[src/sv/qte_pkg.sv]
// Shared types, widths and the arctangent table for the quaternion to Euler block.
package qte_pkg;

  localparam int DEF_CORDIC_STEPS = 16;
  localparam int ATAN_LEN         = 24;

  localparam int QW   = 16;   // quaternion component width, Q1.14
  localparam int AW   = 16;   // binary angle width
  localparam int PW   = 32;   // 16x16 product width
  localparam int TW   = 34;   // Q28 product term width
  localparam int CW   = 37;   // CORDIC x/y width, leaves headroom for gain
  localparam int ZW   = 34;   // CORDIC angle accumulator, pi = 2^31
  localparam int MW   = 28;   // |s| width when pitch is not clamped
  localparam int RW   = 58;   // square root remainder and root width
  localparam int SQRT_BITS = 29;  // root bits, root <= 2^28

  localparam int PROD_LAT = 2;
  localparam int SQRT_LAT = 3 + SQRT_BITS;

  localparam logic signed [TW-1:0] Q_ONE = {{(TW-29){1'b0}}, 1'b1, 28'd0};
  localparam logic signed [TW-1:0] Q_NEG_ONE = -Q_ONE;
  localparam logic signed [AW-1:0] PITCH_POS = 16'sd16384;
  localparam logic signed [AW-1:0] PITCH_NEG = -16'sd16384;

  typedef struct packed {
    logic signed [QW-1:0] quat_w;
    logic signed [QW-1:0] quat_x;
    logic signed [QW-1:0] quat_y;
    logic signed [QW-1:0] quat_z;
  } quat_t;

  typedef struct packed {
    logic signed [AW-1:0] roll_angle;
    logic signed [AW-1:0] pitch_angle;
    logic signed [AW-1:0] yaw_angle;
    logic                 pitch_clamped;
  } euler_t;

  typedef struct packed {
    logic signed [TW-1:0] sr;
    logic signed [TW-1:0] cr;
    logic signed [TW-1:0] sy;
    logic signed [TW-1:0] cy;
    logic signed [TW-1:0] sp;
  } terms_t;

  typedef struct packed {
    logic hi;
    logic lo;
  } clamp_t;

  // atan(2^-i) with pi = 2^31
  function automatic logic signed [ZW-1:0] atan_entry(input int i);
    logic signed [ZW-1:0] r;
    unique case (i)
      0:  r = 34'sh020000000;
      1:  r = 34'sh012E4051D;
      2:  r = 34'sh009FB385B;
      3:  r = 34'sh0051111D4;
      4:  r = 34'sh0028B0D43;
      5:  r = 34'sh00145D7E1;
      6:  r = 34'sh000A2F61E;
      7:  r = 34'sh000517C55;
      8:  r = 34'sh00028BE53;
      9:  r = 34'sh000145F2E;
      10: r = 34'sh0000A2F98;
      11: r = 34'sh0000517CC;
      12: r = 34'sh000028BE6;
      13: r = 34'sh0000145F3;
      14: r = 34'sh00000A2F9;
      15: r = 34'sh00000517C;
      16: r = 34'sh0000028BE;
      17: r = 34'sh00000145F;
      18: r = 34'sh000000A2F;
      19: r = 34'sh000000517;
      20: r = 34'sh00000028B;
      21: r = 34'sh000000145;
      22: r = 34'sh0000000A2;
      23: r = 34'sh000000051;
      default: r = '0;
    endcase
    return r;
  endfunction

endpackage

[src/sv/qte_isqrt.sv]
// Pipelined cos(pitch) = floor(sqrt(2^56 - s^2)), one root bit per stage.
module qte_isqrt
  import qte_pkg::*;
(
  input  logic                 clk,
  input  logic                 en,
  input  logic signed [TW-1:0] sp,
  output logic [SQRT_BITS-1:0] root
);

  logic [MW-1:0]   mag;
  logic [2*MW-1:0] sq;
  logic [RW-1:0]   v_s [SQRT_BITS+1];
  logic [RW-1:0]   r_s [SQRT_BITS+1];

  always_ff @(posedge clk) begin
    if (en) begin
      mag    <= sp[TW-1] ? MW'(-sp) : sp[MW-1:0];
      sq     <= mag * mag;
      v_s[0] <= (RW'(1) << (2*MW)) - RW'(sq);
      r_s[0] <= '0;
    end
  end

  for (genvar k = 0; k < SQRT_BITS; k++) begin : g_stage
    localparam logic [RW-1:0] BIT = RW'(1) << (2*(SQRT_BITS-1-k));
    logic [RW-1:0] trial;
    assign trial = r_s[k] + BIT;
    always_ff @(posedge clk) begin
      if (en) begin
        if (v_s[k] >= trial) begin
          v_s[k+1] <= v_s[k] - trial;
          r_s[k+1] <= (r_s[k] >> 1) + BIT;
        end else begin
          v_s[k+1] <= v_s[k];
          r_s[k+1] <= r_s[k] >> 1;
        end
      end
    end
  end

  assign root = r_s[SQRT_BITS][SQRT_BITS-1:0];

endmodule

[config.mk]
export PLATFORM = sky130hd
export DESIGN_NAME = qte_isqrt
export DESIGN_NICKNAME = d
export VERILOG_FILES = /design/src/sv/qte_pkg.sv /design/src/sv/qte_isqrt.sv
export SDC_FILE = /design/constraint.sdc
export NUM_CORES = 2
export LEC_CHECK = 0
export BUFFER_PORTS_ARGS = -buffer_cell sky130_fd_sc_hd__buf_2
export CORE_UTILIZATION = 50
export DETAILED_ROUTE_END_ITERATION = 10
export GPL_TIMING_DRIVEN = 0
export MAX_ROUTING_LAYER = met4
export PLACE_DENSITY = 0.65
export SYNTH_ARGS = -nofsm -noshare
export SYNTH_HDL_FRONTEND = slang
export SYNTH_SLANG_ARGS = --single-unit
[constraint.sdc]
create_clock -name clk -period 15.7 [get_ports clk]
set_clock_uncertainty 0.2 [all_clocks]
set_input_delay 0 -clock clk [delete_from_list [all_inputs] [get_ports clk]]
set_output_delay 0 -clock clk [all_outputs]
set_load 0.02 [all_outputs]
==> reports/qor.yml <==
floorplanning:
  start_util_pct: 50.5
  die_h_um: 504
  die_w_um: 504
  io_pins: 65
  core_area_um2: 249000
  num_rows: 183
  die-area_um2: 254000
timing:
  finalSetupViolCount: 0
  relSlewSlack_pct: -4.26
  final-hold-violation-count: 0
  setup_slack_ns: 5.33
  fin_crit_sh_pct: 66.0
  max_clock_freq_ghz: 0.0965
  rsz0062_at_grt: "false"
  slew_violations: 3
  fin_setup_tns_ns: 0
  hold_ws_ns: 0.129
  period_needed_ns: 10.37
  max_slew.worst_pin.slew_ns: 1.55
global_routing:
  grt_max_degree: 111
  grt_pass1_wl_um: 492000
  gr-max-usage-layer: "met2"
  grt.met1_usage_pct: 36.4
  grt_pass1_vias: 82805
  use_met3_pct: 3.47
  grtUsageTotal_pct: 25.9
  use_met2_pct: 40.1
  antenna_found_initial: 13
  overflow: 0
placement:
  place_ws_ns: 5.61
  globalplace.congestion: 0.976
  dp_hpwl_um: 247000
  port-buffer-count: 59
yosys:
  synth_ff_type: "edfxtp_1"
  ys_seq_elements: 2170
  syn-instance-count: 10712
  yosysSeqAreaShare_pct: 51.8
  syn-cell-area_um2: 126000
  synth_area_per_cell_um2: 11.8
  synth.net_count: 12038
  yosysUniqueCellTypes: 87
  async_flop_share_pct: 0
  synth-edff-count: 2170
  ys.warnings.count: 0
outcome:
  violations: "max-capacitance violations, max-slew violations"
  status: "finished, violations left"
routing:
  vias: 82761
  drt_iter0_drc: 7713
  post_drt_wl_per_cell_um: 21.9
  wl_um: 320000
  first_pass_iters: 9
  drc_errors: 0
  drtAntennaViolNets: 0
  vias_per_cell: 5.66
cells_and_area:
  final_common_cell: "edfxtp_1"
  post-route-util_pct: 55.9
  final_cell_mix: "2170 x edfxtp_1, 1443 x inv_1, 912 x nand2_1"
  nNetsFinal: 12430
  final_layout_size_suffix_gt1_share_pct: 5.12
  area_delta_synth_final_pct: 10.7
clock_network:
  cts.sinks: 2170
  clk_latency_ns: 0.90
  htreeDepth: 4
  clockRootBuffer: "clkbuf_16"
  cts.path.max_buffers: 3
  cts_buffers: 225
  cts_resized: 0
  path_clk_slew_ns: 0.06
  cts_tree: "done"
worst_setup_path:
  path_class: "register to register"
  crit_path_end_kind: "register"
  cp.arrival_ns: 10.73
  critPathLaunch: "mag[14]$_DFFE_PP_"
  reg2reg_from: "mag[14]$_DFFE_PP_"
  rr_endpoint: "sq[51]$_DFFE_PP_"
  reg2reg_depth: 23
  rrSetupSlack_ns: 5.33
  cp_max_fo: 10
  endpoint: "sq[51]$_DFFE_PP_"
  critPathLaunchType: "register"
  worstPathRequired_ns: 16.06
flow_run:
  max_cap_viol_count: 1
hold_path:
  hp-class: "register to register"
[cell families (layout without fill, tap and decap cells)]
logic type / after synthesis / count (layout) / share of synthesized area [%]
compound gates: 1630 / 1630 / 8.09
flops: 2170 / 2170 / 51.8
xor+xnor: 844 / 844 / 5.87
buf+inv: 1711 / 2286 / 5.12
other cells: 0 / 7 / 0
fa+ha+maj: 1290 / 1290 / 16.5
mux: 59 / 59 / 0.526
simple gates: 3008 / 3008 / 12.1
[cell type report]
type / count / area (um^2)
clock buffers: 265 / 5780
inverters: 1444 / 5420
fillers: 20853 / 110000
well taps: 3330 / 4170
plain buffers: 267 / 1110
clock inverters: 145 / 1750
diodes: 7 / 17.5
flip-flops and latches: 2170 / 65200
repair buffers: 165 / 1670
multi-input cells: 6831 / 54300
[worst min-delay path by stage]
| stage | startpoint | to | slack (ns) | cells past startpoint |
|---|---|---|---|---|
| finish | v_s[0][50]$_DFFE_PP_ | v_s[0][108]$_DFFE_PP_ | 0.13 | 0 |
| global route | v_s[0][50]$_DFFE_PP_ | v_s[0][108]$_DFFE_PP_ | 0.15 | 0 |
| CTS | sp[33] | mag[2]$_DFFE_PP_ | 0.11 | 5 |
| detailed placement | sp[27] | mag[27]$_DFFE_PP_ | 0.10 | 2 |
| global placement | sp[27] | mag[27]$_DFFE_PP_ | 0.1 | 2 |
| floorplan | sp[0] | mag[0]$_DFFE_PP_ | -0.10 | 0 |
[timing repair]
action | CTS | global route
setup endpoints to repair | 0 | 0
setup buffers | 0 | 0
hold buffers | 84 | 0
endpoints found under the hold margin | 176 | 0
[metal layers]
layer | vias to the layer above | share of wire, %
li1 | 38482 | -
met1 | 41348 | 45
met2 | 2524 | 46
met3 | 407 | 6.1
met4 | 0 | 2.1
met5 | - | 0
[registers in the layout (all words and copies together), names as in the netlist]
| name | flops |
|---|---|
| r_s | 435 |
| v_s | 1652 |
| mag | 28 |
| sq | 55 |
[critical path: stages (launching register included)]
cell and delay (ns):
edfxtp_1 0.63, clkbuf_1 1.03, inv_1 0.74, nor2_1 0.44
fa_1 0.50, fa_1 0.49, fa_1 0.52, inv_1 0.06
fa_1 0.50, inv_1 0.05, fa_1 0.46, fa_1 0.49
inv_1 0.05, fa_1 0.54, inv_1 0.05, ha_1 0.38
and3_1 0.23, o211ai_1 0.11, o21ai_0 0.46, o2111ai_1 0.36
o41ai_1 0.77, a211o_1 0.34, a41oi_1 0.13, or4_1 0.55
[cells in the mapped netlist, types with 13 or more instances]
cell type | number | share of area [%]
edfxtp_1 | 2170 | 52
inv_1 | 1443 | 4.3
nand2_1 | 912 | 2.7
ha_1 | 677 | 6.7
fa_1 | 613 | 9.7
nor2_1 | 516 | 1.5
o21ai_0 | 497 | 2.0
xnor2_1 | 468 | 3.3
a21oi_1 | 396 | 1.6
xor2_1 | 376 | 2.6
nor4_1 | 269 | 1.3
clkbuf_1 | 251 | 0.75
a21o_1 | 245 | 1.5
nor3_1 | 236 | 0.94
and2_1 | 177 | 0.88
nand3_1 | 149 | 0.59
nand4_1 | 125 | 0.62
nand2b_1 | 97 | 0.48
or3_1 | 96 | 0.48
o21a_1 | 93 | 0.55
nor2b_1 | 71 | 0.35
or4_1 | 60 | 0.36
and3_1 | 58 | 0.29
mux2_2 | 53 | 0.47
a31oi_1 | 52 | 0.26
or2_2 | 49 | 0.24
o21bai_1 | 40 | 0.24
nand3b_1 | 37 | 0.22
a21boi_0 | 35 | 0.21
o31ai_1 | 35 | 0.21
nor4b_1 | 33 | 0.23
a211oi_1 | 31 | 0.18
nor3b_1 | 31 | 0.18
o211ai_1 | 31 | 0.18
nand4b_1 | 29 | 0.20
a211o_1 | 27 | 0.19
o41ai_1 | 18 | 0.13
and4_1 | 16 | 0.11
a2111oi_0 | 13 | 0.090
[metrics by stage]
| step | area [um^2] | std cells |
|---|---|---|
| 3_3_place_gp | 130000 | 14101 |
| 2_1_floorplan | 126000 | 10712 |
| 5_1_grt | 139000 | 14622 |
| 3_5_place_dp | 131000 | 14122 |
| 4_1_cts | 139000 | 14616 |
| 6_report | 139000 | 14624 |
Power is not shown: default switching activity piles up to over one toggle a cycle in this logic, so the estimate is an artifact.
